===== src/rtl/tkz_pkg.sv =====
// Shared token codes, scan modes, character constants and classification functions.
package tkz_pkg;

  typedef enum logic [3:0] {
    MODE_IDLE    = 4'b0001,
    MODE_NUMBER  = 4'b0010,
    MODE_NAME    = 4'b0100,
    MODE_COMMENT = 4'b1000
  } scan_mode_e;

  localparam int TYPE_W = 5;
  localparam int HEAD_W = 40;
  localparam int HLEN_W = 3;
  localparam int NUM_KW = 8;

  localparam logic [HLEN_W-1:0] HLEN_MAX = 3'd6;

  localparam logic [TYPE_W-1:0] TT_LPAR    = 5'd0;
  localparam logic [TYPE_W-1:0] TT_RPAR    = 5'd1;
  localparam logic [TYPE_W-1:0] TT_LBRK    = 5'd2;
  localparam logic [TYPE_W-1:0] TT_RBRK    = 5'd3;
  localparam logic [TYPE_W-1:0] TT_EQUAL   = 5'd4;
  localparam logic [TYPE_W-1:0] TT_COMMA   = 5'd5;
  localparam logic [TYPE_W-1:0] TT_SEMI    = 5'd6;
  localparam logic [TYPE_W-1:0] TT_COLON   = 5'd7;
  localparam logic [TYPE_W-1:0] TT_USCORE  = 5'd8;
  localparam logic [TYPE_W-1:0] TT_NUM     = 5'd9;
  localparam logic [TYPE_W-1:0] TT_KW_BASE = 5'd10;
  localparam logic [TYPE_W-1:0] TT_IDENT   = 5'd18;
  localparam logic [TYPE_W-1:0] TT_EOF     = 5'd19;

  localparam logic [7:0] CH_NEWLINE    = 8'h0A;
  localparam logic [7:0] CH_HASH       = 8'h23;
  localparam logic [7:0] CH_LPAREN     = 8'h28;
  localparam logic [7:0] CH_RPAREN     = 8'h29;
  localparam logic [7:0] CH_COMMA      = 8'h2C;
  localparam logic [7:0] CH_COLON      = 8'h3A;
  localparam logic [7:0] CH_SEMICOLON  = 8'h3B;
  localparam logic [7:0] CH_EQUAL      = 8'h3D;
  localparam logic [7:0] CH_LBRACKET   = 8'h5B;
  localparam logic [7:0] CH_RBRACKET   = 8'h5D;
  localparam logic [7:0] CH_UNDERSCORE = 8'h5F;
  localparam logic [7:0] CH_DIGIT_LO   = 8'h30;
  localparam logic [7:0] CH_DIGIT_HI   = 8'h39;
  localparam logic [7:0] CH_UPPER_LO   = 8'h41;
  localparam logic [7:0] CH_UPPER_HI   = 8'h5A;
  localparam logic [7:0] CH_LOWER_LO   = 8'h61;
  localparam logic [7:0] CH_LOWER_HI   = 8'h7A;

  // Keywords in order: chip, in, out, parts, end, wire, true, false.
  localparam logic [HEAD_W-1:0] KW_BITS [NUM_KW] = '{
    40'h0063686970, 40'h000000696E, 40'h00006F7574, 40'h7061727473,
    40'h0000656E64, 40'h0077697265, 40'h0074727565, 40'h66616C7365
  };
  localparam logic [HLEN_W-1:0] KW_LEN [NUM_KW] = '{
    3'd4, 3'd2, 3'd3, 3'd5, 3'd3, 3'd4, 3'd4, 3'd5
  };

  function automatic logic is_digit(logic [7:0] c);
    return (c >= CH_DIGIT_LO) && (c <= CH_DIGIT_HI);
  endfunction

  function automatic logic is_letter(logic [7:0] c);
    return ((c >= CH_LOWER_LO) && (c <= CH_LOWER_HI)) ||
           ((c >= CH_UPPER_LO) && (c <= CH_UPPER_HI));
  endfunction

  function automatic logic is_punct(logic [7:0] c);
    logic p;
    unique case (c)
      CH_LPAREN, CH_RPAREN, CH_LBRACKET, CH_RBRACKET, CH_EQUAL,
      CH_COMMA, CH_SEMICOLON, CH_COLON, CH_UNDERSCORE: p = 1'b1;
      default: p = 1'b0;
    endcase
    return p;
  endfunction

  function automatic logic [TYPE_W-1:0] punct_type(logic [7:0] c);
    logic [TYPE_W-1:0] t;
    unique case (c)
      CH_LPAREN:     t = TT_LPAR;
      CH_RPAREN:     t = TT_RPAR;
      CH_LBRACKET:   t = TT_LBRK;
      CH_RBRACKET:   t = TT_RBRK;
      CH_EQUAL:      t = TT_EQUAL;
      CH_COMMA:      t = TT_COMMA;
      CH_SEMICOLON:  t = TT_SEMI;
      CH_COLON:      t = TT_COLON;
      default:       t = TT_USCORE;
    endcase
    return t;
  endfunction

  function automatic logic [TYPE_W-1:0] name_type(logic [HEAD_W-1:0] head,
                                                  logic [HLEN_W-1:0] hlen);
    logic [TYPE_W-1:0] t;
    t = TT_IDENT;
    for (int i = NUM_KW - 1; i >= 0; i--) begin
      if ((hlen == KW_LEN[i]) && (head == KW_BITS[i])) begin
        t = TT_KW_BASE + TYPE_W'(i);
      end
    end
    return t;
  endfunction

endpackage


===== src/rtl/tkz_stream_if.sv =====
// Valid/ready stream interfaces for source bytes and for tokens.
interface tkz_in_if;
  logic       valid;
  logic       ready;
  logic [7:0] char_byte;
  logic       end_of_source;

  modport source (output valid, output char_byte, output end_of_source, input ready);
  modport sink (input valid, input char_byte, input end_of_source, output ready);
endinterface

interface tkz_out_if #(
  parameter int LINE_WIDTH = 16,
  parameter int POS_WIDTH  = 20
);
  logic                  valid;
  logic                  ready;
  logic [4:0]            token_type;
  logic [LINE_WIDTH-1:0] line_number;
  logic [POS_WIDTH-1:0]  start_pos;
  logic [POS_WIDTH-1:0]  token_length;
  logic                  last_of_run;

  modport source (output valid, output token_type, output line_number, output start_pos,
                  output token_length, output last_of_run, input ready);
  modport sink (input valid, input token_type, input line_number, input start_pos,
                input token_length, input last_of_run, output ready);
endinterface


===== src/rtl/tkz_front.sv =====
// Front end: accepts source bytes, tracks scan state and builds token pairs.
module tkz_front #(
  parameter int LINE_WIDTH = 16,
  parameter int POS_WIDTH  = 20,
  parameter int ENTRY_W    = 11 + LINE_WIDTH + 4 * POS_WIDTH
) (
  input  logic               clk_i,
  input  logic               rst_ni,
  tkz_in_if.sink             in_i,
  input  logic               full_i,
  output logic               push_o,
  output logic [ENTRY_W-1:0] entry_o
);

  typedef struct packed {
    logic                              two;
    logic [tkz_pkg::TYPE_W-1:0]        type0;
    logic [LINE_WIDTH-1:0]             line;
    logic [POS_WIDTH-1:0]              start0;
    logic [POS_WIDTH-1:0]              len0;
    logic [tkz_pkg::TYPE_W-1:0]        type1;
    logic [POS_WIDTH-1:0]              start1;
    logic [POS_WIDTH-1:0]              len1;
  } entry_t;

  tkz_pkg::scan_mode_e               mode_q, mode_d;
  logic [LINE_WIDTH-1:0]             line_q, line_d;
  logic [POS_WIDTH-1:0]              pos_q, pos_d;
  logic [POS_WIDTH-1:0]              start_q, start_d;
  logic [tkz_pkg::HEAD_W-1:0]        head_q, head_d;
  logic [tkz_pkg::HLEN_W-1:0]        hlen_q, hlen_d;

  logic [7:0]                 c;
  logic                       accept;
  logic                       restart;
  logic                       line_inc;
  logic                       fl_valid;
  logic [tkz_pkg::TYPE_W-1:0] fl_type;
  logic                       sec_valid;
  logic [tkz_pkg::TYPE_W-1:0] sec_type;
  logic [POS_WIDTH-1:0]       sec_len;
  logic                       pending;
  entry_t                     entry;

  assign c         = in_i.char_byte;
  assign in_i.ready = !full_i;
  assign accept    = in_i.valid && !full_i;
  assign pending   = (mode_q == tkz_pkg::MODE_NUMBER) || (mode_q == tkz_pkg::MODE_NAME);

  always_comb begin
    mode_d    = mode_q;
    line_d    = line_q;
    pos_d     = pos_q;
    start_d   = start_q;
    head_d    = head_q;
    hlen_d    = hlen_q;
    restart   = 1'b0;
    line_inc  = 1'b0;
    fl_valid  = 1'b0;
    sec_valid = 1'b0;
    sec_type  = tkz_pkg::TT_EOF;
    sec_len   = '0;
    if (in_i.end_of_source) begin
      fl_valid  = pending;
      sec_valid = 1'b1;
      mode_d    = tkz_pkg::MODE_IDLE;
    end else begin
      if (pos_q != '1) begin
        pos_d = pos_q + POS_WIDTH'(1);
      end
      unique case (mode_q)
        tkz_pkg::MODE_COMMENT: begin
          if (c == tkz_pkg::CH_NEWLINE) begin
            mode_d   = tkz_pkg::MODE_IDLE;
            line_inc = 1'b1;
          end
        end
        tkz_pkg::MODE_NUMBER: begin
          restart = !tkz_pkg::is_digit(c);
        end
        tkz_pkg::MODE_NAME: begin
          if (tkz_pkg::is_letter(c) || tkz_pkg::is_digit(c) ||
              (c == tkz_pkg::CH_UNDERSCORE)) begin
            if (hlen_q < tkz_pkg::HLEN_MAX) begin
              head_d = {head_q[tkz_pkg::HEAD_W-9:0], c};
              hlen_d = hlen_q + tkz_pkg::HLEN_W'(1);
            end
          end else begin
            restart = 1'b1;
          end
        end
        default: restart = 1'b1;
      endcase
      if (restart) begin
        fl_valid = pending;
        mode_d   = tkz_pkg::MODE_IDLE;
        if (c == tkz_pkg::CH_NEWLINE) begin
          line_inc = 1'b1;
        end else if (c == tkz_pkg::CH_HASH) begin
          mode_d = tkz_pkg::MODE_COMMENT;
        end else if (tkz_pkg::is_punct(c)) begin
          sec_valid = 1'b1;
          sec_type  = tkz_pkg::punct_type(c);
          sec_len   = POS_WIDTH'(1);
        end else if (tkz_pkg::is_digit(c)) begin
          mode_d  = tkz_pkg::MODE_NUMBER;
          start_d = pos_q;
        end else if (tkz_pkg::is_letter(c)) begin
          mode_d  = tkz_pkg::MODE_NAME;
          start_d = pos_q;
          head_d  = {{(tkz_pkg::HEAD_W-8){1'b0}}, c};
          hlen_d  = tkz_pkg::HLEN_W'(1);
        end
      end
    end
    if (line_inc && (line_q != '1)) begin
      line_d = line_q + LINE_WIDTH'(1);
    end
  end

  assign fl_type = (mode_q == tkz_pkg::MODE_NUMBER) ? tkz_pkg::TT_NUM
                                                    : tkz_pkg::name_type(head_q, hlen_q);

  always_comb begin
    entry.line   = line_q;
    entry.type1  = sec_type;
    entry.start1 = pos_q;
    entry.len1   = sec_len;
    if (fl_valid) begin
      entry.two    = sec_valid;
      entry.type0  = fl_type;
      entry.start0 = start_q;
      entry.len0   = pos_q - start_q;
    end else begin
      entry.two    = 1'b0;
      entry.type0  = sec_type;
      entry.start0 = pos_q;
      entry.len0   = sec_len;
    end
  end

  assign push_o  = accept && (fl_valid || sec_valid);
  assign entry_o = entry;

  always_ff @(posedge clk_i or negedge rst_ni) begin
    if (!rst_ni) begin
      mode_q  <= tkz_pkg::MODE_IDLE;
      line_q  <= LINE_WIDTH'(1);
      pos_q   <= '0;
      start_q <= '0;
      head_q  <= '0;
      hlen_q  <= '0;
    end else if (accept) begin
      mode_q  <= mode_d;
      line_q  <= line_d;
      pos_q   <= pos_d;
      start_q <= start_d;
      head_q  <= head_d;
      hlen_q  <= hlen_d;
    end
  end

endmodule


===== src/rtl/tkz_fifo.sv =====
// Small first-in first-out queue of token pairs between front and back end.
module tkz_fifo #(
  parameter int DATA_W = 8,
  parameter int DEPTH  = 4
) (
  input  logic              clk_i,
  input  logic              rst_ni,
  input  logic              push_i,
  input  logic [DATA_W-1:0] data_i,
  output logic              full_o,
  input  logic              pop_i,
  output logic              avail_o,
  output logic [DATA_W-1:0] data_o
);

  localparam int PTR_W = $clog2(DEPTH);
  localparam int CNT_W = $clog2(DEPTH + 1);

  logic [DATA_W-1:0] mem_q [DEPTH];
  logic [PTR_W-1:0]  wr_q, wr_d;
  logic [PTR_W-1:0]  rd_q, rd_d;
  logic [CNT_W-1:0]  cnt_q, cnt_d;
  logic              do_push;
  logic              do_pop;

  assign full_o  = (cnt_q == CNT_W'(DEPTH));
  assign avail_o = (cnt_q != '0);
  assign data_o  = mem_q[rd_q];
  assign do_push = push_i && !full_o;
  assign do_pop  = pop_i && avail_o;

  always_comb begin
    wr_d  = wr_q;
    rd_d  = rd_q;
    cnt_d = cnt_q;
    if (do_push) begin
      wr_d = (wr_q == PTR_W'(DEPTH - 1)) ? '0 : wr_q + PTR_W'(1);
    end
    if (do_pop) begin
      rd_d = (rd_q == PTR_W'(DEPTH - 1)) ? '0 : rd_q + PTR_W'(1);
    end
    if (do_push && !do_pop) begin
      cnt_d = cnt_q + CNT_W'(1);
    end else if (do_pop && !do_push) begin
      cnt_d = cnt_q - CNT_W'(1);
    end
  end

  always_ff @(posedge clk_i) begin
    if (do_push) begin
      mem_q[wr_q] <= data_i;
    end
  end

  always_ff @(posedge clk_i or negedge rst_ni) begin
    if (!rst_ni) begin
      wr_q  <= '0;
      rd_q  <= '0;
      cnt_q <= '0;
    end else begin
      wr_q  <= wr_d;
      rd_q  <= rd_d;
      cnt_q <= cnt_d;
    end
  end

endmodule


===== src/rtl/tkz_back.sv =====
// Back end: splits queued token pairs into single tokens in an output register.
module tkz_back #(
  parameter int LINE_WIDTH = 16,
  parameter int POS_WIDTH  = 20,
  parameter int ENTRY_W    = 11 + LINE_WIDTH + 4 * POS_WIDTH
) (
  input  logic               clk_i,
  input  logic               rst_ni,
  input  logic               avail_i,
  input  logic [ENTRY_W-1:0] entry_i,
  output logic               pop_o,
  tkz_out_if.source          out_o
);

  typedef struct packed {
    logic                              two;
    logic [tkz_pkg::TYPE_W-1:0]        type0;
    logic [LINE_WIDTH-1:0]             line;
    logic [POS_WIDTH-1:0]              start0;
    logic [POS_WIDTH-1:0]              len0;
    logic [tkz_pkg::TYPE_W-1:0]        type1;
    logic [POS_WIDTH-1:0]              start1;
    logic [POS_WIDTH-1:0]              len1;
  } entry_t;

  entry_t                     entry;
  logic                       load;
  logic                       ov_q;
  logic                       pend_q;
  logic [tkz_pkg::TYPE_W-1:0] type_q;
  logic [LINE_WIDTH-1:0]      line_q;
  logic [POS_WIDTH-1:0]       start_q;
  logic [POS_WIDTH-1:0]       len_q;
  logic                       last_q;
  logic [tkz_pkg::TYPE_W-1:0] ptype_q;
  logic [POS_WIDTH-1:0]       pstart_q;
  logic [POS_WIDTH-1:0]       plen_q;

  assign entry = entry_i;
  assign load  = !ov_q || out_o.ready;
  assign pop_o = load && !pend_q && avail_i;

  assign out_o.valid        = ov_q;
  assign out_o.token_type   = type_q;
  assign out_o.line_number  = line_q;
  assign out_o.start_pos    = start_q;
  assign out_o.token_length = len_q;
  assign out_o.last_of_run  = last_q;

  always_ff @(posedge clk_i or negedge rst_ni) begin
    if (!rst_ni) begin
      ov_q   <= 1'b0;
      pend_q <= 1'b0;
    end else if (load) begin
      if (pend_q) begin
        ov_q   <= 1'b1;
        pend_q <= 1'b0;
      end else begin
        ov_q   <= avail_i;
        pend_q <= avail_i && entry.two;
      end
    end
  end

  always_ff @(posedge clk_i) begin
    if (load) begin
      if (pend_q) begin
        type_q  <= ptype_q;
        start_q <= pstart_q;
        len_q   <= plen_q;
        last_q  <= 1'b1;
      end else if (avail_i) begin
        type_q   <= entry.type0;
        line_q   <= entry.line;
        start_q  <= entry.start0;
        len_q    <= entry.len0;
        last_q   <= !entry.two;
        ptype_q  <= entry.type1;
        pstart_q <= entry.start1;
        plen_q   <= entry.len1;
      end
    end
  end

endmodule


===== src/rtl/hdl_source_tokenizer_unit.sv =====
// Top level of the source tokenizer: front end, token queue and back end.
//
//   Channel     Dir  Payload                                              Accepted when
//   in_chan_i   in   char_byte, end_of_source                             valid && ready
//   out_chan_o  out  token_type, line_number, start_pos, token_length,    valid && ready
//                    last_of_run
//
// The front end takes one byte request per cycle while the four-entry token queue has room.
// The back end splits a byte's two tokens into two output tokens, sent one after the other.
// Results pass through a queue entry and then the output register before they appear.
// Reset clears the scan state, empties the queue and drops the output valid; no clearing pass is needed.
// Output stalls fill the queue and only then hold off new input requests.
module hdl_source_tokenizer_unit #(
  parameter int LINE_WIDTH = 16,
  parameter int POS_WIDTH  = 20
) (
  input  logic       clk_i,
  input  logic       rst_ni,
  tkz_in_if.sink     in_chan_i,
  tkz_out_if.source  out_chan_o
);

  localparam int ENTRY_W    = 11 + LINE_WIDTH + 4 * POS_WIDTH;
  localparam int FIFO_DEPTH = 4;

  logic               push;
  logic               full;
  logic               pop;
  logic               avail;
  logic [ENTRY_W-1:0] wr_entry;
  logic [ENTRY_W-1:0] rd_entry;

  tkz_front #(
    .LINE_WIDTH (LINE_WIDTH),
    .POS_WIDTH  (POS_WIDTH),
    .ENTRY_W    (ENTRY_W)
  ) u_front (
    .clk_i   (clk_i),
    .rst_ni  (rst_ni),
    .in_i    (in_chan_i),
    .full_i  (full),
    .push_o  (push),
    .entry_o (wr_entry)
  );

  tkz_fifo #(
    .DATA_W (ENTRY_W),
    .DEPTH  (FIFO_DEPTH)
  ) u_fifo (
    .clk_i   (clk_i),
    .rst_ni  (rst_ni),
    .push_i  (push),
    .data_i  (wr_entry),
    .full_o  (full),
    .pop_i   (pop),
    .avail_o (avail),
    .data_o  (rd_entry)
  );

  tkz_back #(
    .LINE_WIDTH (LINE_WIDTH),
    .POS_WIDTH  (POS_WIDTH),
    .ENTRY_W    (ENTRY_W)
  ) u_back (
    .clk_i   (clk_i),
    .rst_ni  (rst_ni),
    .avail_i (avail),
    .entry_i (rd_entry),
    .pop_o   (pop),
    .out_o   (out_chan_o)
  );

endmodule


===== src/flat_wrapper.sv =====
// flat-port wrapper written by rule: the top's interface ports become plain ports
module hdl_source_tokenizer_unit_flat 
#(
  parameter int LINE_WIDTH = 16,
  parameter int POS_WIDTH  = 20
)
  (clk_i, rst_ni, in_chan_i_valid, in_chan_i_char_byte, in_chan_i_end_of_source, in_chan_i_ready, out_chan_o_valid, out_chan_o_token_type, out_chan_o_line_number, out_chan_o_start_pos, out_chan_o_token_length, out_chan_o_last_of_run, out_chan_o_ready);
  tkz_in_if in_chan_i_i ();
  tkz_out_if #(.LINE_WIDTH(LINE_WIDTH), .POS_WIDTH(POS_WIDTH)) out_chan_o_i ();
  input  logic clk_i;
  input  logic rst_ni;
  input wire logic [$bits(in_chan_i_i.valid)-1:0] in_chan_i_valid;
  input wire logic [$bits(in_chan_i_i.char_byte)-1:0] in_chan_i_char_byte;
  input wire logic [$bits(in_chan_i_i.end_of_source)-1:0] in_chan_i_end_of_source;
  output wire logic [$bits(in_chan_i_i.ready)-1:0] in_chan_i_ready;
  output wire logic [$bits(out_chan_o_i.valid)-1:0] out_chan_o_valid;
  output wire logic [$bits(out_chan_o_i.token_type)-1:0] out_chan_o_token_type;
  output wire logic [$bits(out_chan_o_i.line_number)-1:0] out_chan_o_line_number;
  output wire logic [$bits(out_chan_o_i.start_pos)-1:0] out_chan_o_start_pos;
  output wire logic [$bits(out_chan_o_i.token_length)-1:0] out_chan_o_token_length;
  output wire logic [$bits(out_chan_o_i.last_of_run)-1:0] out_chan_o_last_of_run;
  input wire logic [$bits(out_chan_o_i.ready)-1:0] out_chan_o_ready;
  assign in_chan_i_i.valid = in_chan_i_valid;
  assign in_chan_i_i.char_byte = in_chan_i_char_byte;
  assign in_chan_i_i.end_of_source = in_chan_i_end_of_source;
  assign in_chan_i_ready = in_chan_i_i.ready;
  assign out_chan_o_valid = out_chan_o_i.valid;
  assign out_chan_o_token_type = out_chan_o_i.token_type;
  assign out_chan_o_line_number = out_chan_o_i.line_number;
  assign out_chan_o_start_pos = out_chan_o_i.start_pos;
  assign out_chan_o_token_length = out_chan_o_i.token_length;
  assign out_chan_o_last_of_run = out_chan_o_i.last_of_run;
  assign out_chan_o_i.ready = out_chan_o_ready;
  hdl_source_tokenizer_unit #(.LINE_WIDTH(LINE_WIDTH), .POS_WIDTH(POS_WIDTH)) u_core (.clk_i(clk_i), .rst_ni(rst_ni), .in_chan_i(in_chan_i_i), .out_chan_o(out_chan_o_i));
endmodule

===== config.mk =====
export PLATFORM = sky130hd
export DESIGN_NAME = hdl_source_tokenizer_unit_flat
export DESIGN_NICKNAME = d
export VERILOG_FILES = /design/src/rtl/tkz_pkg.sv /design/src/rtl/tkz_stream_if.sv /design/src/rtl/tkz_front.sv /design/src/rtl/tkz_fifo.sv /design/src/rtl/tkz_back.sv /design/src/rtl/hdl_source_tokenizer_unit.sv /design/src/flat_wrapper.sv
export SDC_FILE = /design/constraint.sdc
export NUM_CORES = 1
export LEC_CHECK = 0
export BUFFER_PORTS_ARGS = -buffer_cell sky130_fd_sc_hd__buf_2
export CAP_MARGIN = 20
export CORE_ASPECT_RATIO = 1.1
export CORE_UTILIZATION = 45
export DETAILED_ROUTE_END_ITERATION = 6
export SYNTH_ARGS = -nofsm -noshare
export SYNTH_HDL_FRONTEND = slang
export SYNTH_SLANG_ARGS = --single-unit

===== constraint.sdc =====
create_clock -name clk_i -period 4.8 [get_ports clk_i]
set_clock_uncertainty 0.15 [all_clocks]
set_input_delay 0.72 -clock clk_i [delete_from_list [all_inputs] [get_ports clk_i]]
set_output_delay 0.72 -clock clk_i [all_outputs]
set_load 0.05 [all_outputs]

==> impl_metrics.ini, run 1 <==
[global_route]
grt_usage = 0.183
grt_pass1_vias = 12800
use_met1 = 0.240
use_met2 = 0.315
top_usage_layer = met2
grt_pass1_wl_um = 72800
antenna_found_initial = 0
grtUsageMet3 = 0.0332
grt-ovfl-total = 0
grt_max_degree = 67

[logic_synthesis]
synth_edf_count = 440
synth_area_um2 = 22900
async_reset_ff_frac = 0.203
synthCells = 1433
synth_warnings = 0
ys_seq_elements = 552
syn_avg_cell_area_um2 = 16.0
ys.flop_type = edfxtp_1
syn-num-nets = 1480
yosysUniqueCellTypes = 78
yosysSeqAreaShare = 0.700

[cells_and_area]
areaGrowthSynthToFinish_pct = 12.9
diodes = 0
fin_nets = 1581
drive_gt1_frac = 0.210

[placed_design]
portBuffers = 76
hpwl_um = 28500
post-place-ws_ns = 0.862
gp_congestion = 0.848

[timing]
hold_viol = 0
tightest_slew_ns = 1.00
slew_violations = 0
fin_ws_ns = 1.29
rsz0062_at_grt = no
hold_slack_ns = 0.0585
period_minus_slack_ns = 3.51
fin_tns_setup_ns = 0
max_freq_mhz = 285
setup_viol = 0
relSlewSlack = 0.330
period_share = 0.731

[worst_hold_path]
min_path_type = input port to asynchronous set/reset pin

[clock_tree]
cts_resized = 0
cts_tree = done
post_cts_buffers = 0
clk_pin_slew_worst_paths_ns = 0.06
clockRootBuffer = clkbuf_16
cts_buffer_depth = 3
clkSinkCount = 552
cts_buffers = 55
hold_buffers = 0
clock_latency_ns = 0.58
h-tree-depth = 2

[setup_path]
end_kind = register
crit_type = register to register
startpoint_type = register
cpPeakStageDelay_ns = 0.68
r2r_slack_ns = 1.29
crit_top_cell = xor2_1
crit_fanout = 8
cp_top_family = compound AO/OA/AOI/OAI gates
slowest_stage = or4b_1
required_ns = 5.16
cp_cell_sequence = or4b_1 -> a21oi_1 -> a211oi_1 -> a21oi_2 -> ha_1 -> inv_1 -> fa_1 -> xor2_1 -> nor2_1 -> xor2_1
worstPathArrival_ns = 3.87
crit_buf_inv = 1

[route]
drt_wl_total_um = 45900
drt_pass1_iterations = 5
post-route-drc-count = 0
wl_per_cell_um = 20.5
detail_route.vias_per_cell = 5.47
ant_nets = 0
first_iter_violations = 689
vias = 12200

[floorplan]
die_height_um = 239
std_cell_rows = 86
fp.dieW_um = 217
die_area_um2 = 51800
coreArea_um2 = 50100
start_util = 0.456
io_pins = 77

[power]
power_density_nw_per_um2 = 581
peakVddDrop_uv = 311
p_leak_uw = 0.00901

[outcome]
status = completed

[job]
max_cap_viol_count = 0
==> area by class of cell <==
type	instances	area (µm²)
fillers	4166	24300
clock inverters	26	154
well taps	660	826
repair buffers	102	641
flip-flops and latches	552	16000
multi-input cells	784	6530
inverters	39	146
clock buffers	75	1520
==> path summary, 6_finish.rpt <==
check / from / to / cells past startpoint
worst max-delay path: u_core.u_front.mode_q[1] / u_core.u_fifo.cnt_q[2] / 10
worst min-delay path: rst_ni / u_core.u_front.head_q[29] / 1
worst max register to register: u_core.u_front.mode_q[1] / u_core.u_fifo.cnt_q[2] / 10
worst min register to register: u_core.u_front.head_q[13] / u_core.u_front.head_q[21] / 2
max in group asynchronous: rst_ni / u_core.u_front.line_q[0] / 2
min in group clk_i: in_chan_i_char_byte[5] / u_core.u_front.head_q[5] / 2
==> metal layers <==
layer	vias to the layer above	wire length (µm)
met2	214	23200
li1	5736	-
met5	-	0
met3	62	1820
met1	6233	20100
met4	0	743
==> cell usage after synthesis (6+ instances only) <==
| cell type | instances | area share |
|---|---|---|
| a21o_1 | 8 | 0.0026 |
| a21oi_1 | 22 | 0.0048 |
| a31oi_1 | 7 | 0.0019 |
| and2_1 | 9 | 0.0025 |
| and3_1 | 13 | 0.0036 |
| and4_1 | 6 | 0.0023 |
| buf_1 | 13 | 0.0021 |
| buf_2 | 17 | 0.0037 |
| clkbuf_1 | 26 | 0.0043 |
| dfrtp_1 | 110 | 0.12 |
| edfxtp_1 | 440 | 0.58 |
| ha_1 | 32 | 0.017 |
| inv_1 | 39 | 0.0064 |
| mux2_2 | 41 | 0.020 |
| mux4_2 | 88 | 0.087 |
| nand2_1 | 151 | 0.025 |
| nand2b_1 | 8 | 0.0022 |
| nand3_1 | 27 | 0.0059 |
| nand3b_1 | 6 | 0.0020 |
| nand4_1 | 13 | 0.0036 |
| nor2_1 | 46 | 0.0075 |
| nor2b_1 | 24 | 0.0066 |
| nor3_1 | 33 | 0.0072 |
| nor4_1 | 13 | 0.0036 |
| o211ai_1 | 8 | 0.0026 |
| o21a_1 | 7 | 0.0023 |
| o21ai_0 | 85 | 0.019 |
| or3_1 | 7 | 0.0019 |
| xnor2_1 | 24 | 0.0092 |
| xor2_1 | 22 | 0.0084 |
==> cell usage in the layout (no fill, tap or decap), types with 22 or more instances in the layout <==
cell	n
nor2b_1	24
nand2_1	151
o21ai_0	85
xnor2_1	24
buf_2	75
mux2_2	41
dfrtp_1	107
nor2_1	45
buf_4	22
nor3_1	31
ha_1	32
inv_1	39
clkbuf_16	55
edfxtp_1	440
nand3_1	27
a21oi_1	22
xor2_1	22
mux4_2	88
==> logic make-up (layout without fill, tap and decap cells) <==
| logic type | Yosys count | after routing | synth area share |
|---|---|---|---|
| buf+inv | 97 | 242 | 0.0172 |
| fa+ha+maj | 34 | 34 | 0.0192 |
| xor+xnor | 46 | 46 | 0.0176 |
| compound gates | 179 | 179 | 0.0499 |
| mux | 133 | 133 | 0.109 |
| flops | 552 | 552 | 0.700 |
| simple gates | 392 | 392 | 0.0874 |
==> through the flow <==
stage	std cells	util	area (µm²)	total power [µW]
6_report	2238	0.515	25800	15000
5_1_grt	2238	0.515	25800	15700
4_1_cts	2238	0.515	25800	15200
3_5_place_dp	2137	0.482	24200	11200
3_3_place_gp	2137	0.482	24200	11200
2_1_floorplan	1433	-	22900	9970
==> worst register-to-register path, cell delays in order (launching register included) <==
cell,delay (ns)
dfrtp_1,0.45
or4b_1,0.69
a21oi_1,0.38
a211oi_1,0.21
a21oi_2,0.37
ha_1,0.25
inv_1,0.07
fa_1,0.43
xor2_1,0.17
nor2_1,0.12
xor2_1,0.15
==> state kept, by name, summed over array words and instances (netlist names) <==
| register | count |
|---|---|
| u_core.u_fifo.mem_q | 352 |
| u_core.u_front.start_q | 20 |
| u_core.u_front.line_q | 16 |
| u_core.u_back.out_o.last_of_run | 1 |
| u_core.u_fifo.cnt_q | 3 |
| u_core.u_fifo.rd_q | 2 |
| u_core.u_back.out_o.token_length | 20 |
| u_core.u_front.hlen_q | 3 |
| u_core.u_back.pstart_q | 20 |
| u_core.u_back.plen_q | 1 |
| u_core.u_back.pend_q | 1 |
| u_core.u_front.pos_q | 20 |
| u_core.u_back.out_o.valid | 1 |
| u_core.u_front.head_q | 40 |
| u_core.u_fifo.wr_q | 2 |
| u_core.u_back.out_o.line_number | 16 |
| u_core.u_front.mode_q | 4 |
| u_core.u_back.ptype_q | 5 |
| u_core.u_back.out_o.start_pos | 20 |
| u_core.u_back.out_o.token_type | 5 |
==> power by group <==
group | internal [µW] | switching (µW) | total, µW | leakage [µW]
Sequential | 6280 | 533 | 6810 | 0.00543
Combinational | 1640 | 2590 | 4230 | 0.00275
Clock | 2260 | 1720 | 3980 | 0.000827
Total | 10200 | 4840 | 15000 | 0.00901
(Power assumes the default switching activity.)
==> run 2, diff against run 1 <==
==> constraint.sdc (replaced) <==
create_clock -name clk_i -period 3.2 [get_ports clk_i]
set_clock_uncertainty 0.15 [all_clocks]
set_input_delay 0.48 -clock clk_i [delete_from_list [all_inputs] [get_ports clk_i]]
set_output_delay 0.48 -clock clk_i [all_outputs]
set_load 0.05 [all_outputs]
==> run 2 against run 1 <==
- global-route usage is 0.11 points higher
- largest power group unchanged
- first-iteration DRC count up 13%
- fmax grew 12%
- wire length rose by 0.90%
- critical path type unchanged
- core utilization is 1.4 points higher
==> impl_metrics.ini, run 2 (synthesized netlist as in run 1, its figures left out) <==
[worst_hold_path]
hold_start = in_chan_i_char_byte[5]
min_path_cells = 3
hold_end = u_core.u_front.head_q[5]
min_path_type = input port to register

[global_route]
grt_usage = 0.184
antenna_found_initial = 0
grt-ovfl-total = 0
grt_pass1_wl_um = 73000
grt_max_degree = 73
grt_pass1_vias = 12900

[floorplan]
fp.dieW_um = 217
std_cell_rows = 86
start_util = 0.456
coreArea_um2 = 50100
die_height_um = 239
io_pins = 77
die_area_um2 = 51800

[job]
max_cap_viol_count = 0

[setup_path]
crit_buf_inv = 2
end_kind = register
r2r_cells = 11
required_ns = 3.58
rr_endpoint = u_core.u_fifo.cnt_q[2]
startpoint_type = register
cpPeakStageDelay_ns = 0.75
crit_top_cell = xor2_1
r2r_slack_ns = 0.08
slowest_stage = or4b_2
cp_cell_sequence = or4b_2 -> a31oi_4 -> a211oi_1 -> buf_4 -> a21oi_4 -> ha_2 -> inv_1 -> fa_1 -> xor2_1 -> nor2_1 -> xor2_1
worstPathArrival_ns = 3.50
cp_top_family = simple AND/OR/NAND/NOR gates
r2r_start = u_core.u_front.mode_q[0]
crit_type = register to register
crit_fanout = 7

[clock_tree]
clk_pin_slew_worst_paths_ns = 0.06
cts_buffer_depth = 3
cts_buffers = 55
clockRootBuffer = clkbuf_16
cts_tree = done
clkSinkCount = 552
clock_latency_ns = 0.61
h-tree-depth = 2

[cells_and_area]
largest_register_ffs = 352
areaGrowthSynthToFinish_pct = 16.0
multiInputGateArea_um2 = 6570
largest-register = u_core.u_fifo.mem_q
fillers = 4128
mostFrequentLayoutCell = edfxtp_1
seq_area_um2 = 16000
reg.largest.list = u_core.u_fifo.mem_q x352, u_core.u_front.head_q x40
fin_nets = 1627
mostFrequentLayoutCells = edfxtp_1, nand2_1, dfrtp_1
drive_gt1_frac = 0.239
diodes = 0

[power]
power_density_nw_per_um2 = 878
p_leak_uw = 0.00935
peakVddDrop_uv = 547

[route]
vias = 12600
drt_pass1_iterations = 5
first_iter_violations = 781
drt_wl_total_um = 46300
wl_per_cell_um = 20.3
ant_nets = 0
detail_route.vias_per_cell = 5.51
post-route-drc-count = 0

[timing]
relSlewSlack = 0.443
fin_ws_ns = 0.0788
period_minus_slack_ns = 3.12
setup_viol = 0
tightest_slew_ns = 0.836
max_freq_mhz = 320
hold_viol = 0
slew_violations = 0
period_share = 0.975
hold_slack_ns = 0.107

[outcome]
status = completed

[placed_design]
gp_congestion = 0.845
hpwl_um = 28900
portBuffers = 76
post-place-ws_ns = -0.0742
[run 2: timing repair]
| item | 4_1_cts | 5_1_grt |
|---|---|---|
| hold buffers | 1 | 0 |
| buffers inserted | 0 | 2 |
| endpoints found under the setup margin | 0 | 13 |
| resized for setup | 0 | 4 |
| hold endpoints to repair | 38 | 0 |
[run 2: per-stage QoR]
step	TNS (ns)	power (µW)	util	area, µm²	cells
after floorplan	-0.0512	15000	-	22900	1433
after global placement	-0.0160	16900	0.492	24700	2180
after detailed placement	-0.0742	17000	0.492	24700	2180
after CTS	0	23600	0.529	26500	2284
after global routing	-0.00515	24400	0.529	26500	2286
final	0	23300	0.529	26500	2286
[run 2: routing by layer]
layer,routed length [µm],up-vias,global-route usage
met5,0,-,0
met4,964,0,0.0551
met3,1430,68,0.0257
met2,23600,221,0.318
met1,20300,6472,0.241
li1,-,5825,-
[run 2: worst max path at each step]
| stage | cells past startpoint | from | slack [ns] | endpoint |
|---|---|---|---|---|
| floorplan | 7 | u_core.u_back.out_o.valid | -0.04 | u_core.u_fifo.cnt_q[1] |
| global placement | 12 | in_chan_i_char_byte[7] | -0.02 | u_core.u_fifo.cnt_q[2] |
| detailed placement | 12 | in_chan_i_char_byte[7] | -0.07 | u_core.u_fifo.cnt_q[2] |
| CTS | 11 | u_core.u_front.mode_q[0] | 0.05 | u_core.u_fifo.cnt_q[2] |
| global route | 11 | u_core.u_front.mode_q[0] | -0.005 | u_core.u_fifo.cnt_q[2] |
| finish | 11 | u_core.u_front.mode_q[0] | 0.08 | u_core.u_fifo.cnt_q[2] |
[run 2: area by class of cell]
cell class	instances	share of cell area
Timing Repair Buffer	148	0.0438
Clock buffer	75	0.0558
Multi-Input combinational cell	784	0.247
Inverter	39	0.00551
Tap cell	660	0.0311
Clock inverter	28	0.0127
Sequential cell	552	0.604
[run 2: power breakdown]
group          internal [µW]  total [µW]  switching (µW)
logic                   2680        6980            4300
registers               9420        9870             452
clock network           3760        6460            2700
total                  15900       23300            7450
[run 2: worst register-to-register path, stage by stage, from the launching register on]
cell and delay [ns]:
dfstp_2 0.40, or4b_2 0.75, a31oi_4 0.19, a211oi_1 0.07, buf_4 0.16, a21oi_4 0.17, ha_2 0.21, inv_1 0.06
fa_1 0.43, xor2_1 0.17, nor2_1 0.12, xor2_1 0.17
==> run 3, diff against run 2 <==
--- a/config.mk
+++ b/config.mk
@@ -7,9 +7,9 @@
 export LEC_CHECK = 0
 export BUFFER_PORTS_ARGS = -buffer_cell sky130_fd_sc_hd__buf_2
 export CAP_MARGIN = 20
-export CORE_ASPECT_RATIO = 1.1
 export CORE_UTILIZATION = 45
 export DETAILED_ROUTE_END_ITERATION = 6
+export SLEW_MARGIN = 20
 export SYNTH_ARGS = -nofsm -noshare
 export SYNTH_HDL_FRONTEND = slang
 export SYNTH_SLANG_ARGS = --single-unit
==> run 3 against run 2 <==
- sequential power hardly changed
- combinational power is 3% lower
- via count is 0.62% lower
- register-to-register slack better by 0.11 ns
- critical path depth stayed put
- worst setup slack better by 0.11 ns
- cell area is 0.53% higher
- first-iteration DRC count is 7.4% lower
- non-clock buffer count is 13 higher
- cell count is 1.0% higher
- critical path type unchanged
- die area hardly changed
- sequential share of layout area is 0.31 points lower
==> impl_metrics.ini, run 3 (synthesized netlist as in run 1, its figures left out) <==
[outcome]
status = completed

[route]
vias = 12500
detail_route.vias_per_cell = 5.41
ant_nets = 0
drt_pass1_iterations = 5
first_iter_violations = 723
wl_per_cell_um = 20.0
post-route-drc-count = 0
drt_wl_total_um = 46300

[global_route]
grt_max_degree = 67
antenna_found_initial = 0
grt_pass1_wl_um = 73000
grt-ovfl-total = 0
grt_pass1_vias = 12800
grt_usage = 0.186

[timing]
tightest_slew_ns = 0.833
slew_violations = 0
rsz0062_at_grt = no
setup_viol = 0
relSlewSlack = 0.445
hold_viol = 0
fin_tns_setup_ns = 0
fin_ws_ns = 0.191
period_minus_slack_ns = 3.01
period_share = 0.940
max_freq_mhz = 332

[cells_and_area]
largest_register_ffs = 352
areaGrowthSynthToFinish_pct = 16.6
mostFrequentLayoutCell = edfxtp_1
reg.largest.list = u_core.u_fifo.mem_q x352, u_core.u_front.head_q x40
largest-register = u_core.u_fifo.mem_q
fin_nets = 1640
diodes = 0
drive_gt1_frac = 0.243
mostFrequentLayoutCells = edfxtp_1, nand2_1, dfrtp_1
final_area_um2 = 26700

[worst_hold_path]
hold_start = in_chan_i_char_byte[5]
min_path_type = input port to register
min_path_cells = 3
hold_end = u_core.u_front.head_q[5]

[setup_path]
required_ns = 3.57
startpoint_type = register
r2r_start = u_core.u_front.mode_q[0]
crit_top_cell = xor2_1
rr_endpoint = u_core.u_fifo.cnt_q[2]
worstPathArrival_ns = 3.37
crit_buf_inv = 2
crit_type = register to register
cp_cell_sequence = or4b_2 -> a31oi_4 -> a211oi_1 -> buf_4 -> a21oi_4 -> ha_2 -> inv_1 -> fa_1 -> xor2_1 -> nor2_1 -> xor2_1
crit_fanout = 7
r2r_cells = 11
cpPeakStageDelay_ns = 0.73
end_kind = register
cp_top_family = simple AND/OR/NAND/NOR gates
r2r_slack_ns = 0.19
slowest_stage = or4b_2

[floorplan]
std_cell_rows = 82
coreArea_um2 = 50200
io_pins = 77
die_height_um = 228
fp.dieW_um = 228
start_util = 0.456
die_area_um2 = 51800

[power]
power_density_nw_per_um2 = 878
peakVddDrop_uv = 453
p_leak_uw = 0.00943
total_power_uw = 23400

[placed_design]
post-place-ws_ns = -0.00874
portBuffers = 76
hpwl_um = 30000
gp_congestion = 0.841
postPlaceCellArea_um2 = 24800

[clock_tree]
clockRootBuffer = clkbuf_16
cts_buffer_depth = 3
h-tree-depth = 2
post_cts_buffers = 0
clk_pin_slew_worst_paths_ns = 0.06
clock_latency_ns = 0.59
cts_buffers = 55
clkSinkCount = 552
cts_tree = done

[job]
max_cap_viol_count = 0
[run 3: cell count changes in the layout (fill, tap and decap cells not counted), moves of 2 or more]
cell | before | now
clkbuf_16 | 55 | 57
buf_12 | 19 | 17
inv_16 | 2 | 0
clkinv_2 | 10 | 6
bufinv_16 | 6 | 8
clkbuf_8 | 3 | 5
buf_4 | 53 | 68
[run 3: timing repair]
item / in CTS / in global routing
setup endpoints to repair: 0 / 5
gates resized for setup: 0 / 4
hold buffers: 1 / 0
endpoints found under the hold margin: 32 / 0
[run 3: final cells by class]
cell class / count / area (µm²)
fill: 4010 / 23500
sequential: 552 / 16000
multi-input combinational: 784 / 6560
clock buffer: 80 / 1560
timing repair buffer: 161 / 1240
tap: 672 / 841
clock inverter: 22 / 312
inverter: 39 / 146
[run 3: tightest hold or removal path, delay by kind of cell]
kind                   cells  cell delay [ns]
muxes                      1             0.14
buffers and inverters      2             0.20
[run 3: report_power, final]
| part | internal, µW | total, µW | switching [µW] |
|---|---|---|---|
| logic | 2680 | 6800 | 4110 |
| clock network | 4020 | 6630 | 2610 |
| registers | 9420 | 10000 | 588 |
| total | 16100 | 23400 | 7310 |
[run 3: per-stage QoR]
step / hold slack [ns] / util / std cells
3_5_place_dp: 0.318 / 0.494 / 2207
4_1_cts: 0.0774 / 0.532 / 2310
5_1_grt: 0.0960 / 0.532 / 2310
6_report: 0.117 / 0.532 / 2310
3_3_place_gp: 0.326 / 0.494 / 2207
2_1_floorplan: 0.0344 / - / 1433
[run 3: layer usage]
metal  wire length, µm  GRT usage
met4               898     0.0485
met2             22900      0.310
met1             20900      0.255
met3              1520     0.0301
met5                 0          0
[run 3: worst max path at each step]
stage,from,endpoint,slack [ns],cells after the start
global route,u_core.u_front.mode_q[0],u_core.u_fifo.cnt_q[2],0.01,11
floorplan,u_core.u_back.out_o.valid,u_core.u_fifo.cnt_q[1],-0.04,7
global placement,in_chan_i_char_byte[7],u_core.u_fifo.cnt_q[2],0.005,12
CTS,u_core.u_front.pos_q[0],u_core.u_fifo.mem_q[1][38],0.12,9
detailed placement,in_chan_i_char_byte[7],u_core.u_fifo.cnt_q[2],-0.009,12
finish,u_core.u_front.mode_q[0],u_core.u_fifo.cnt_q[2],0.19,11
